**src/rtl/piecewise_linear_table_eval_top_macros.svh**
```systemverilog
// Assertion macros for the files that check their own logic.
// Each macro expects the signals clk and arst_n to exist in the module that uses it.
`ifndef PIECEWISE_LINEAR_TABLE_EVAL_TOP_MACROS_SVH
`define PIECEWISE_LINEAR_TABLE_EVAL_TOP_MACROS_SVH

// The condition implies the consequence in the same cycle.
`define PLTE_ASSERT_NOW(label, cond, consq, msg) \
	label: assert property (@(posedge clk) disable iff (!arst_n) (cond) |-> (consq)) \
		else $error(msg);

// The condition implies the consequence in the next cycle.
`define PLTE_ASSERT_NEXT(label, cond, consq, msg) \
	label: assert property (@(posedge clk) disable iff (!arst_n) (cond) |=> (consq)) \
		else $error(msg);

`endif

```
**src/rtl/plte_pkg.sv**
```systemverilog
`default_nettype none
package plte_pkg;

	// Value format is signed Q16.16.
	localparam int VAL_W     = 32;
	localparam int FRAC_W    = 16;
	localparam int PROD_W    = 2 * VAL_W;
	localparam int SUM_W     = PROD_W - FRAC_W + 1;
	localparam int SEG_IDX_W = 8;
	localparam int SEG_CNT_W = 9;
	localparam int STEP_W    = 32;

	localparam int DEF_TABLE_DEPTH = 256;

	// Configuration port.
	localparam int CFG_DATA_W = 32;
	localparam int REG_IDX_W  = 3;
	localparam int CFG_ADDR_W = REG_IDX_W + 2;

	localparam logic [REG_IDX_W-1:0] REG_START_X    = 3'd0;
	localparam logic [REG_IDX_W-1:0] REG_END_X      = 3'd1;
	localparam logic [REG_IDX_W-1:0] REG_INV_STEP   = 3'd2;
	localparam logic [REG_IDX_W-1:0] REG_SEG_COUNT  = 3'd3;
	localparam logic [REG_IDX_W-1:0] REG_USE_LOW    = 3'd4;
	localparam logic [REG_IDX_W-1:0] REG_USE_HIGH   = 3'd5;
	localparam logic [REG_IDX_W-1:0] REG_LOW_LIMIT  = 3'd6;
	localparam logic [REG_IDX_W-1:0] REG_HIGH_LIMIT = 3'd7;

	localparam logic [VAL_W-1:0]     RST_INV_STEP  = 32'd65536;
	localparam logic [SEG_CNT_W-1:0] RST_SEG_COUNT = 9'd256;

	// Request opcodes.
	localparam logic OP_WRITE = 1'b0;
	localparam logic OP_EVAL  = 1'b1;

	// Result source codes.
	localparam logic [1:0] SRC_LINE = 2'd0;
	localparam logic [1:0] SRC_LOW  = 2'd1;
	localparam logic [1:0] SRC_HIGH = 2'd2;

	typedef struct packed {
		logic [VAL_W-1:0]     start_x;
		logic [VAL_W-1:0]     end_x;
		logic [STEP_W-1:0]    inverse_step;
		logic [SEG_CNT_W-1:0] segments_in_use;
		logic                 use_low_limit;
		logic                 use_high_limit;
		logic [VAL_W-1:0]     low_limit_value;
		logic [VAL_W-1:0]     high_limit_value;
	} cfg_t;

	typedef struct packed {
		logic [VAL_W-1:0] slope;
		logic [VAL_W-1:0] intercept;
	} entry_t;

	typedef struct packed {
		logic rd_en;
		logic wr_en;
	} mem_ctl_t;

	// Sideband of an evaluate request travelling next to the table read.
	typedef struct packed {
		logic             valid;
		logic [1:0]       src;
		logic [VAL_W-1:0] x;
	} side_t;

	typedef struct packed {
		logic             valid;
		logic [VAL_W-1:0] y;
		logic [1:0]       src;
		logic             sat;
	} res_t;

endpackage
`default_nettype wire

```
**src/rtl/plte_line_eval.sv**
```systemverilog
`default_nettype none
module plte_line_eval
	import plte_pkg::*;
(
	input  wire logic   clk,
	input  wire logic   arst_n,
	input  wire logic   en,
	input  wire side_t  side_s2,
	input  wire entry_t rd_data_s3,
	input  wire cfg_t   cfg,
	output res_t        res_s4
);

	logic              v_s3;
	logic [1:0]        src_s3;
	logic [VAL_W-1:0]  x_s3;
	logic              v_s4;
	logic [1:0]        src_s4;
	logic signed [PROD_W-1:0] prod_s4;
	logic signed [VAL_W-1:0]  icpt_s4;

	logic signed [SUM_W-1:0] sum;
	logic pos_ovf, neg_ovf;

	always_ff @(posedge clk or negedge arst_n) begin
		if (!arst_n) begin
			v_s3 <= 1'b0;
			v_s4 <= 1'b0;
		end else if (en) begin
			v_s3 <= side_s2.valid;
			v_s4 <= v_s3;
		end
	end

	always_ff @(posedge clk) begin
		if (en) begin
			src_s3  <= side_s2.src;
			x_s3    <= side_s2.x;
			src_s4  <= src_s3;
			prod_s4 <= PROD_W'($signed(rd_data_s3.slope)) * PROD_W'($signed(x_s3));
			icpt_s4 <= $signed(rd_data_s3.intercept);
		end
	end

	// Arithmetic shift floors the product; the intercept is added exactly.
	assign sum = SUM_W'(prod_s4 >>> FRAC_W) + SUM_W'(icpt_s4);
	assign pos_ovf = !sum[SUM_W-1] && (|sum[SUM_W-2:VAL_W-1]);
	assign neg_ovf = sum[SUM_W-1] && !(&sum[SUM_W-2:VAL_W-1]);

	always_comb begin
		res_s4.valid = v_s4;
		res_s4.src   = src_s4;
		res_s4.sat   = 1'b0;
		case (src_s4)
			SRC_LOW: begin
				res_s4.y = cfg.low_limit_value;
			end
			SRC_HIGH: begin
				res_s4.y = cfg.high_limit_value;
			end
			default: begin
				res_s4.sat = pos_ovf || neg_ovf;
				if (pos_ovf) begin
					res_s4.y = {1'b0, {(VAL_W-1){1'b1}}};
				end else if (neg_ovf) begin
					res_s4.y = {1'b1, {(VAL_W-1){1'b0}}};
				end else begin
					res_s4.y = sum[VAL_W-1:0];
				end
			end
		endcase
	end

endmodule
`default_nettype wire

```
**config.mk**
```make
export PLATFORM = sky130hd
export DESIGN_NAME = plte_line_eval
export DESIGN_NICKNAME = d
export VERILOG_FILES = /design/src/rtl/piecewise_linear_table_eval_top_macros.svh /design/src/rtl/plte_pkg.sv /design/src/rtl/plte_line_eval.sv
export SDC_FILE = /design/constraint.sdc
export NUM_CORES = 2
export LEC_CHECK = 0
export BUFFER_PORTS_ARGS = -buffer_cell sky130_fd_sc_hd__buf_2
export CAP_MARGIN = 40
export CORE_AREA = 3 3 283 285
export DETAILED_ROUTE_END_ITERATION = 6
export DIE_AREA = 0 0 286 288
export PLACE_DENSITY = 0.84
export SLEW_MARGIN = 0
export SYNTH_ARGS = -nofsm -noshare
export SYNTH_HDL_FRONTEND = slang
export SYNTH_SLANG_ARGS = --single-unit
export TNS_END_PERCENT = 50
```
**constraint.sdc**
```tcl
create_clock -name clk -period 7.65 [get_ports clk]
set_input_delay 1.53 -clock clk [delete_from_list [all_inputs] [get_ports clk]]
set_output_delay 1.53 -clock clk [all_outputs]
set_load 0.01 [all_outputs]
```
==> reports/summary.txt <==
Status - finished with violations
Failing checks - setup timing
Cell variety after synth - 71
Slew @ Worst Pin - 834 ps
Net Count, Synth - 5967
Vias/cell - 5.62
Cell Area, Synth - 42600 um^2
Fmax achieved - 121 MHz
Largest net degree at the start of global routing - 66
R2R cell count - 28
Filler cell count - 5450
Routability cong. - 0.934
Max-slew violations - 0
Number of I/O port buffers - 201
Final period utilization - 1.08
CTS H-Tree Depth - 4
CTS tree - built
Count of state elements after synthesis - 118
Hold Crit Depth - 0
Row Count - 102
Hpwl dp - 99.8 mm
CTS Buf Count - 17
Starting Density - 0.549
Core area - 77600 um^2
CP max-delay cell - fa_1
Synth Warn # - 0
Cts hold-fix bufs - 0
Reg2reg end - prod_s4[48]
Async set-reset flop share out of synthesis - 0.0169
CTS Sinks - 118
Area leader, netlist - fa_1
Critical path data arrival time - 8530 ps
Clock transition at path regs - 80 ps
Nets - 6417
Synth top area share - 0.508
Clock Skew - 27.1 ps
Post-synthesis cell count - 4382
Area added between synthesis and finish - 18.0%
Drc violations - 0
Drt total wl - 122 mm
Setup_tns - -11540 ps
Initial antenna violation count - 4
Routed len/inst - 20.7 um
Reg2reg start - x_s3[11]
Most used flip-flop cell after synthesis - edfxtp_1
Worst Hold Class - reg2reg
Worst path max stage delay - 560 ps
Largest fanout on the critical path - 7
Drt first-iter violations - 2606
Post-synthesis sequential area ratio - 0.0829
GRT Total Usage - 0.299
CP required - 7900 ps
Worst Path Buf+Inv - 8
Gr ovfl total - 0
Worst skew pair latency - 490 ps
Post-layout minimum cycle time - 8280 ps
Max Cap Viol - 0
Via count - 33100
Flop2flop setup slack - -130 ps
Placement Cell Area - 47700 um^2
Vias in the first global route - 36400
Family with the most delay on the worst path - adder cells
Crit Path Class - in2reg
RSZ-0062 raised after global routing - yes
Max_slew headroom - 0.444
Syn avg cell area - 9.73 um^2
Cell mode on critical path - fa_1
ANT nets after route - 0
CP Launch Type - input port
Layout cells sized above 1 - 0.205
# IOs - 309
Min-Delay Startpoint - src_s3[0]
Die area - 82400 um^2
Most frequent cells in the layout - fa_1 (996), inv_1 (926), nand2_1 (537)
Critical path endpoint category - register
Clock tree buffer depth - 2
Most common cell after layout, fill and taps aside - fa_1
EDFF count, synth - 116
Chip width - 286 um
DR pass1 iterations - 6
Clock root buffer - clkbuf_16
Hold Path End - src_s4[0]
Die Y - 288 um
First-pass GRT wire length - 192 mm
Final Hold Viols - 0
Setup violators final - 36
Ranking of synthesized cells by area - fa_1 (51%), inv_1 (8.4%), edfxtp_1 (8.2%)
Final WS setup - -627 ps
Cell area after layout - 50300 um^2
## worst max path at each step
stage          cells after the start  slack (ps)            from          end
3_3_place_gp                      26       -1290  rd_data_s3[44]  prod_s4[58]
5_1_grt                           28        -820  rd_data_s3[63]  prod_s4[58]
3_5_place_dp                      26       -1500  rd_data_s3[44]  prod_s4[58]
4_1_cts                           28        -560  rd_data_s3[43]  prod_s4[50]
2_1_floorplan                     24        -740  rd_data_s3[63]  prod_s4[58]
6_report                          28        -630  rd_data_s3[53]  prod_s4[48]
## cells in the mapped netlist (12+ instances only)
library cell and instances:
a21o_1 41, a21oi_1 102, a221oi_1 36, a31oi_1 12
and2_1 508, and3_1 16, clkbuf_1 218, edfxtp_1 116
fa_1 1082, ha_1 230, inv_1 956, nand2_1 553
nand2b_1 44, nand3_1 20, nand4_1 25, nor2_1 66
nor3_1 20, o21ai_0 53, o22ai_1 12, o22ai_2 19
xnor2_1 65, xor2_1 39
## metrics by stage
| stage | setup WS [ps] | hold slack, ps | util | std cells |
|---|---|---|---|---|
| after CTS | -555 | 422 | 0.639 | 5865 |
| after detailed placement | -1500 | 406 | 0.615 | 5787 |
| after floorplan | -741 | 400 | - | 4382 |
| final | -627 | 418 | 0.649 | 5887 |
| after global placement | -1290 | 405 | 0.615 | 5786 |
| after global routing | -818 | 436 | 0.649 | 5887 |
## logic make-up after synthesis
| family | Yosys count | share of synthesized area |
|---|---|---|
| adders and majority gates | 1312 | 0.576 |
| and+or+nand+nor | 1296 | 0.154 |
| buffers and inverters | 1188 | 0.106 |
| AOI/OAI and AO/OA | 359 | 0.0595 |
| DFF | 118 | 0.0829 |
| xor gates and xnor gates | 104 | 0.0214 |
| muxes | 5 | 0.00129 |
## area by class of cell
type                            count  area, um^2  share of cell area
Clock inverter                     15         131             0.00261
Multi-Input combinational cell   3076       35700               0.710
Clock buffer                       17         425             0.00845
Antenna cell                        2        5.00           0.0000994
Inverter                          956        3600              0.0715
Timing Repair Buffer              663        5600               0.111
Tap cell                         1040        1300              0.0259
Sequential cell                   118        3530              0.0702
## flip-flops by register name, summed over array words and instances, names as in the netlist
name     cells
icpt_s4     32
v_s4         1
v_s3         1
src_s3       2
src_s4       2
x_s3        32
prod_s4     48
## timing repair
item / CTS / global route
buffers inserted: 44 / 23
resized for setup: 236 / 155
pin swaps: 139 / 143
endpoints found under the setup margin: 42 / 44
gates cloned: 2 / 2
## routing by layer
layer | track usage | part of all wire
met1 | 0.369 | 0.37
met2 | 0.503 | 0.48
met3 | 0.0832 | 0.10
met4 | 0.111 | 0.043
met5 | 0 | 0.000057
Power is left out: the tool's default activity adds up to more than one toggle a clock period on the data nets, which glitch-free logic cannot reach.
