<file path="src/rtl/piecewise_linear_table_eval_top_macros.svh">
// Assertion macros for the files that check their own logic.
// Each macro expects the signals clk and arst_n to exist in the module that uses it.
`ifndef PIECEWISE_LINEAR_TABLE_EVAL_TOP_MACROS_SVH
`define PIECEWISE_LINEAR_TABLE_EVAL_TOP_MACROS_SVH

// The condition implies the consequence in the same cycle.
`define PLTE_ASSERT_NOW(label, cond, consq, msg) \
	label: assert property (@(posedge clk) disable iff (!arst_n) (cond) |-> (consq)) \
		else $error(msg);

// The condition implies the consequence in the next cycle.
`define PLTE_ASSERT_NEXT(label, cond, consq, msg) \
	label: assert property (@(posedge clk) disable iff (!arst_n) (cond) |=> (consq)) \
		else $error(msg);

`endif

</file>
<file path="src/rtl/plte_pkg.sv">
`default_nettype none
package plte_pkg;

	// Value format is signed Q16.16.
	localparam int VAL_W     = 32;
	localparam int FRAC_W    = 16;
	localparam int PROD_W    = 2 * VAL_W;
	localparam int SUM_W     = PROD_W - FRAC_W + 1;
	localparam int SEG_IDX_W = 8;
	localparam int SEG_CNT_W = 9;
	localparam int STEP_W    = 32;

	localparam int DEF_TABLE_DEPTH = 256;

	// Configuration port.
	localparam int CFG_DATA_W = 32;
	localparam int REG_IDX_W  = 3;
	localparam int CFG_ADDR_W = REG_IDX_W + 2;

	localparam logic [REG_IDX_W-1:0] REG_START_X    = 3'd0;
	localparam logic [REG_IDX_W-1:0] REG_END_X      = 3'd1;
	localparam logic [REG_IDX_W-1:0] REG_INV_STEP   = 3'd2;
	localparam logic [REG_IDX_W-1:0] REG_SEG_COUNT  = 3'd3;
	localparam logic [REG_IDX_W-1:0] REG_USE_LOW    = 3'd4;
	localparam logic [REG_IDX_W-1:0] REG_USE_HIGH   = 3'd5;
	localparam logic [REG_IDX_W-1:0] REG_LOW_LIMIT  = 3'd6;
	localparam logic [REG_IDX_W-1:0] REG_HIGH_LIMIT = 3'd7;

	localparam logic [VAL_W-1:0]     RST_INV_STEP  = 32'd65536;
	localparam logic [SEG_CNT_W-1:0] RST_SEG_COUNT = 9'd256;

	// Request opcodes.
	localparam logic OP_WRITE = 1'b0;
	localparam logic OP_EVAL  = 1'b1;

	// Result source codes.
	localparam logic [1:0] SRC_LINE = 2'd0;
	localparam logic [1:0] SRC_LOW  = 2'd1;
	localparam logic [1:0] SRC_HIGH = 2'd2;

	typedef struct packed {
		logic [VAL_W-1:0]     start_x;
		logic [VAL_W-1:0]     end_x;
		logic [STEP_W-1:0]    inverse_step;
		logic [SEG_CNT_W-1:0] segments_in_use;
		logic                 use_low_limit;
		logic                 use_high_limit;
		logic [VAL_W-1:0]     low_limit_value;
		logic [VAL_W-1:0]     high_limit_value;
	} cfg_t;

	typedef struct packed {
		logic [VAL_W-1:0] slope;
		logic [VAL_W-1:0] intercept;
	} entry_t;

	typedef struct packed {
		logic rd_en;
		logic wr_en;
	} mem_ctl_t;

	// Sideband of an evaluate request travelling next to the table read.
	typedef struct packed {
		logic             valid;
		logic [1:0]       src;
		logic [VAL_W-1:0] x;
	} side_t;

	typedef struct packed {
		logic             valid;
		logic [VAL_W-1:0] y;
		logic [1:0]       src;
		logic             sat;
	} res_t;

endpackage
`default_nettype wire

</file>
<file path="src/rtl/plte_addr_gen.sv">
`default_nettype none
module plte_addr_gen
	import plte_pkg::*;
#(
	parameter int TABLE_DEPTH = DEF_TABLE_DEPTH,
	localparam int AW = (TABLE_DEPTH > 1) ? $clog2(TABLE_DEPTH) : 1
) (
	input  wire logic                 clk,
	input  wire logic                 arst_n,
	input  wire logic                 en,
	input  wire logic                 in_take,
	input  wire logic                 opcode,
	input  wire logic [SEG_IDX_W-1:0] segment_index,
	input  wire logic [VAL_W-1:0]     slope_in,
	input  wire logic [VAL_W-1:0]     intercept_in,
	input  wire logic [VAL_W-1:0]     x_value,
	input  wire cfg_t                 cfg,
	output mem_ctl_t                  mem_ctl,
	output logic [AW-1:0]             rd_addr,
	output logic [AW-1:0]             wr_addr,
	output entry_t                    wr_data,
	output side_t                     side_s2
);

	localparam logic [31:0] DEPTH32 = 32'(TABLE_DEPTH);

	logic below, above;
	logic [1:0] src_in;
	logic [VAL_W-1:0] diff_in;

	logic                 v_s1, eval_s1, in_range_s1;
	logic [1:0]           src_s1;
	logic [VAL_W-1:0]     x_s1, diff_s1;
	logic [SEG_IDX_W-1:0] widx_s1;
	entry_t               wdata_s1;

	logic                 v_s2, eval_s2, in_range_s2;
	logic [1:0]           src_s2;
	logic [VAL_W-1:0]     x_s2;
	logic [31:0]          raw_s2;
	logic [SEG_IDX_W-1:0] widx_s2;
	entry_t               wdata_s2;

	logic [PROD_W-1:0] idx_prod;
	logic [31:0] seg32, bound, idx32;

	// Range tests happen at accept; the low test wins when start is above end.
	always_comb begin
		below   = $signed(x_value) < $signed(cfg.start_x);
		above   = $signed(x_value) > $signed(cfg.end_x);
		diff_in = x_value - cfg.start_x;
		src_in  = SRC_LINE;
		if (below) begin
			if (cfg.use_low_limit) begin
				src_in = SRC_LOW;
			end
		end else if (above) begin
			if (cfg.use_high_limit) begin
				src_in = SRC_HIGH;
			end
		end
	end

	always_ff @(posedge clk or negedge arst_n) begin
		if (!arst_n) begin
			v_s1 <= 1'b0;
			v_s2 <= 1'b0;
		end else if (en) begin
			v_s1 <= in_take;
			v_s2 <= v_s1;
		end
	end

	always_ff @(posedge clk) begin
		if (en) begin
			eval_s1     <= (opcode == OP_EVAL);
			in_range_s1 <= !below && !above;
			src_s1      <= src_in;
			x_s1        <= x_value;
			diff_s1     <= diff_in;
			widx_s1     <= segment_index;
			wdata_s1    <= '{slope: slope_in, intercept: intercept_in};

			eval_s2     <= eval_s1;
			in_range_s2 <= in_range_s1;
			src_s2      <= src_s1;
			x_s2        <= x_s1;
			raw_s2      <= idx_prod[PROD_W-1:VAL_W];
			widx_s2     <= widx_s1;
			wdata_s2    <= wdata_s1;
		end
	end

	// Segment position: integer part of (x - start) * inverse_step.
	assign idx_prod = PROD_W'(diff_s1) * PROD_W'(cfg.inverse_step);

	always_comb begin
		seg32 = 32'(cfg.segments_in_use);
		if (seg32 == 32'd0) begin
			bound = 32'd1;
		end else if (seg32 > DEPTH32) begin
			bound = DEPTH32;
		end else begin
			bound = seg32;
		end
		idx32 = (raw_s2 >= bound) ? bound - 32'd1 : raw_s2;
	end

	// Reads and writes of the table both happen here, in request order.
	assign mem_ctl.rd_en = en && v_s2 && eval_s2;
	assign mem_ctl.wr_en = en && v_s2 && !eval_s2 && (32'(widx_s2) < DEPTH32);
	assign rd_addr = in_range_s2 ? idx32[AW-1:0] : '0;
	assign wr_addr = AW'(widx_s2);
	assign wr_data = wdata_s2;

	assign side_s2.valid = v_s2 && eval_s2;
	assign side_s2.src   = src_s2;
	assign side_s2.x     = x_s2;

endmodule
`default_nettype wire

</file>
<file path="config.mk">
export PLATFORM = sky130hd
export DESIGN_NAME = plte_addr_gen
export DESIGN_NICKNAME = d
export VERILOG_FILES = /design/src/rtl/piecewise_linear_table_eval_top_macros.svh /design/src/rtl/plte_pkg.sv /design/src/rtl/plte_addr_gen.sv
export SDC_FILE = /design/constraint.sdc
export NUM_CORES = 2
export LEC_CHECK = 0
export ABC_AREA = 1
export ABC_CLOCK_PERIOD_IN_PS = 6450
export BUFFER_PORTS_ARGS = -buffer_cell sky130_fd_sc_hd__buf_2
export CAP_MARGIN = 10
export CORE_UTILIZATION = 57
export DETAILED_ROUTE_END_ITERATION = 12
export GPL_TIMING_DRIVEN = 0
export PLACE_DENSITY = 0.79
export SETUP_SLACK_MARGIN = 0.3
export SYNTH_ARGS = -nofsm -noshare
export SYNTH_HDL_FRONTEND = slang
export SYNTH_SLANG_ARGS = --single-unit
export TNS_END_PERCENT = 20
</file>
<file path="constraint.sdc">
create_clock -name clk -period 6.45 [get_ports clk]
set_clock_uncertainty 0.15 [all_clocks]
set_input_delay 1.29 -clock clk [delete_from_list [all_inputs] [get_ports clk]]
set_output_delay 1.29 -clock clk [all_outputs]
set_load 0.005 [all_outputs]
</file>
==> summary.md <==
| Metric | Value |
|---|---|
| Via count | `roughly 40000` |
| Worst path required time | `between 6000 and 7000 ps` |
| Hold Vio Cnt, Final | `0` |
| Pre-antenna DRT Iters | `8` |
| Residual antenna-violating net count after detailed routing | `0` |
| Fmax | `between 100 and 150 MHz` |
| WL per Instance | `between 20 and 25 µm` |
| Crit path DAT | `between 7000 and 8000 ps` |
| Largest net degree at the start of global routing | `between 100 and 150` |
| CP endpoint kind | `flop` |
| Syn. warnings | `0` |
| MaxCap Viol Count | `0` |
| Worst slew margin | `approximately 18%` |
| CTS Root Buffer Type | `clkbuf_16` |
| Worst-Skew Late Latency | `600 ps` |
| Die height | `289 µm` |
| Critical path class | `reg2reg` |
| Clock Pin Slew Worst Setup and Hold Paths | `around 70 ps` |
| Synth Area in XOR/XNOR | `less than 1%` |
| Final GP Congestion | `around 1.1` |
| GRT Resource Usage Total | `between 40% and 50%` |
| Die footprint | `roughly 84000 µm²` |
| Tightest Hold Check Type | `reg2reg` |
| DR iter-0 viols | `around 4100` |
| Syn Inst Count | `~5700` |
| CTS sink count | `282` |
| Worst Setup Slack, final | `-937 ps` |
| CTS Hold Bufs | `0` |
| Mux cell area share after synthesis | `0%` |
| Final Max Tran Viols | `0` |
| Worst slew pin tran | `approximately 1200 ps` |
| IO Pins | `397` |
| Drt drc | `0` |
| Number of synthesized flops with an enable pin | `between 200 and 300` |
| Main combinational cell family by area after synthesis | `adder cells` |
| Port buffer count | `approximately 330` |
| WHS | `234 ps` |
| Routed WL | `175000 µm` |
| Synthesized-area fraction occupied by adder cells | `about 47%` |
| Synth area leader | `fa_1` |
| Post-synth top cells | `inv_1, nand2_1, fa_1, ha_1, edfxtp_1` |
| TritonCTS buffer count | `29` |
| Failing checks | `negative setup slack` |
| Nets | `7658` |
| H-tree depth | `1` |
| Simple-Gate Fraction of Synth Area | `approximately 16%` |
| Cell area after synthesis | `~47000 µm²` |
| Rows | `between 100 and 150` |
| CP max FO | `10` |
| Initial antenna violation count | `10` |
| Worst setup SP type | `flop` |
| Yosys reg bits | `about 280` |
| Total grt overflow | `0` |
| Synth async-reset ratio | `0.709%` |
| Core Box Area | `approximately 81000 µm²` |
| CTS tree | `built` |
| Final period util | `115%` |
| Vias/cell | `5.54` |
| Buffer depth of the longest clock path | `3` |
| Vias in the first global route | `~40000` |
| Share of cells above drive strength 1 | `roughly 18%` |
| Post-Synthesis Net Count | `slightly above 7000` |
| Status | `finished with violations` |
| Yosys cell types | `36` |
| P&R area growth vs syn | `19.2%` |
| Mean post-synth cell area | `slightly above 8 µm²` |
| Die W | `around 290 µm` |
| Final setup fails | `32` |
| Slowest library cell on the worst path | `fa_2` |
| Crit path max-delay family | `adder cells` |
| Post-synthesis compound-gate area fraction | `under 10%` |
| First-pass GRT wire length | `approximately 250000 µm` |
| Crit path buffers/inverters | `6` |
| Starting density of the core | `around 58%` |
| Min Tclk post-route | `7390 ps` |
| Sequential share of the synthesized area | `approximately 18%` |
| Synth top area cells | `fa_1, edfxtp_1, inv_1` |
| Dominant synthesized flop cell | `edfxtp_1` |
| Post-synth top area share | `about two fifths` |
| RSZ-0062 raised after global routing | `yes` |
| DP Wirelength | `140000 µm` |
| Most frequent cell after synthesis | `inv_1` |
| Max incr delay on CP | `just under 700 ps` |
logic make-up after synthesis:
logic type / after synthesis
adder cells (fa/ha/maj): 1230
AND/OR/NAND/NOR: 1890
buffers and inverters: 1965
XOR/XNOR: 36
flip-flops: 282
AO/OA/AOI/OAI: 259
sequential cells by signal, summed over array words and instances, names as in the netlist:
signal	count
v_s2	1
wr_addr	8
wdata_s1	64
x_s1	32
v_s1	1
eval_s1	1
diff_s1	32
x_s2	32
in_range_s2	1
src_s1	2
in_range_s1	1
widx_s1	8
raw_s2	32
src_s2	2
wr_data	64
eval_s2	1
per-layer routing:
metal | track usage, % | share of wire [%] | vias to the layer above
li1 | - | - | 17200
met1 | 55.3 | 36 | 19500
met2 | 61.7 | 42 | 2782
met3 | 16.6 | 16 | 624
met4 | 21.6 | 6.6 | 6
met5 | 0 | 0.021 | -
worst paths after layout:
path,start,end,slack (ps),depth (start not counted)
worst max-delay path,diff_s1[10],raw_s2[29],-940,25
worst min-delay path,x_s1[29],x_s2[29],230,0
worst max register to register,diff_s1[10],raw_s2[29],-940,25
worst min register to register,x_s1[29],x_s2[29],230,0
max in group asynchronous,arst_n,v_s1,5730,1
min in group asynchronous,arst_n,v_s2,320,1
worst register-to-register path, cell delays in order, from the launching register on:
cell and delay (ps):
edfxtp_1 560, clkbuf_2 500, nand2_1 140, inv_2 80
fa_1 440, fa_1 570, inv_2 50, fa_2 410
fa_1 560, inv_2 40, fa_1 580, fa_1 450
fa_2 690, fa_2 530, ha_4 380, nand2_8 90
nor2_4 110, inv_2 70, nor2_4 140, inv_2 70
nor2_1 80, nand2_1 70, nand2_2 140, nand2_2 90
nand3_2 80, nand2_2 80
through the flow:
stage | TNS, ps | cell area [µm²] | cells | util (%) | setup WS (ps)
floorplan | -20700 | 47400 | 5662 | - | -754
global placement | -70870 | 50400 | 7054 | 62.1 | -2310
detailed placement | -67240 | 50400 | 7056 | 62.2 | -2370
CTS | -23720 | 54400 | 7158 | 67.1 | -799
global route | -30630 | 56100 | 7230 | 69.1 | -1030
finish | -27390 | 56100 | 7236 | 69.2 | -937
repair_timing:
action	in CTS	in global routing
cloned	5	10
buffers inserted	46	60
gates resized for setup	666	381
endpoints found under the setup margin	32	32
pin swaps	168	234
cells in the final DEF, fill, tap and decap left out, types with 22 or more instances in the layout:
cell type	instances
fa_2	97
o21ai_0	55
xor2_1	27
buf_8	22
a21oi_2	25
ha_4	36
nor2_4	33
edfxtp_1	280
ha_1	296
nor2_1	168
a21oi_1	108
nand2_4	24
clkbuf_2	36
inv_1	1690
buf_12	32
clkbuf_16	82
buf_4	101
nand2_2	73
fa_1	799
nand3_1	67
inv_2	78
clkbuf_4	34
nor2_2	26
nand2_1	1429
buf_2	321
final cells by class:
type | count | area [µm²]
fill | 6321 | 25000
buffer | 193 | 2470
multi-input combinational | 3415 | 33000
clock buffer | 35 | 748
timing repair buffer | 455 | 3190
tap | 1060 | 1330
sequential | 282 | 8460
inverter | 1772 | 6660
clock inverter | 16 | 174
antenna | 8 | 20.0
Power is left out: the tool's default activity adds up to more than one toggle a clock period on the data nets, which glitch-free logic cannot reach.
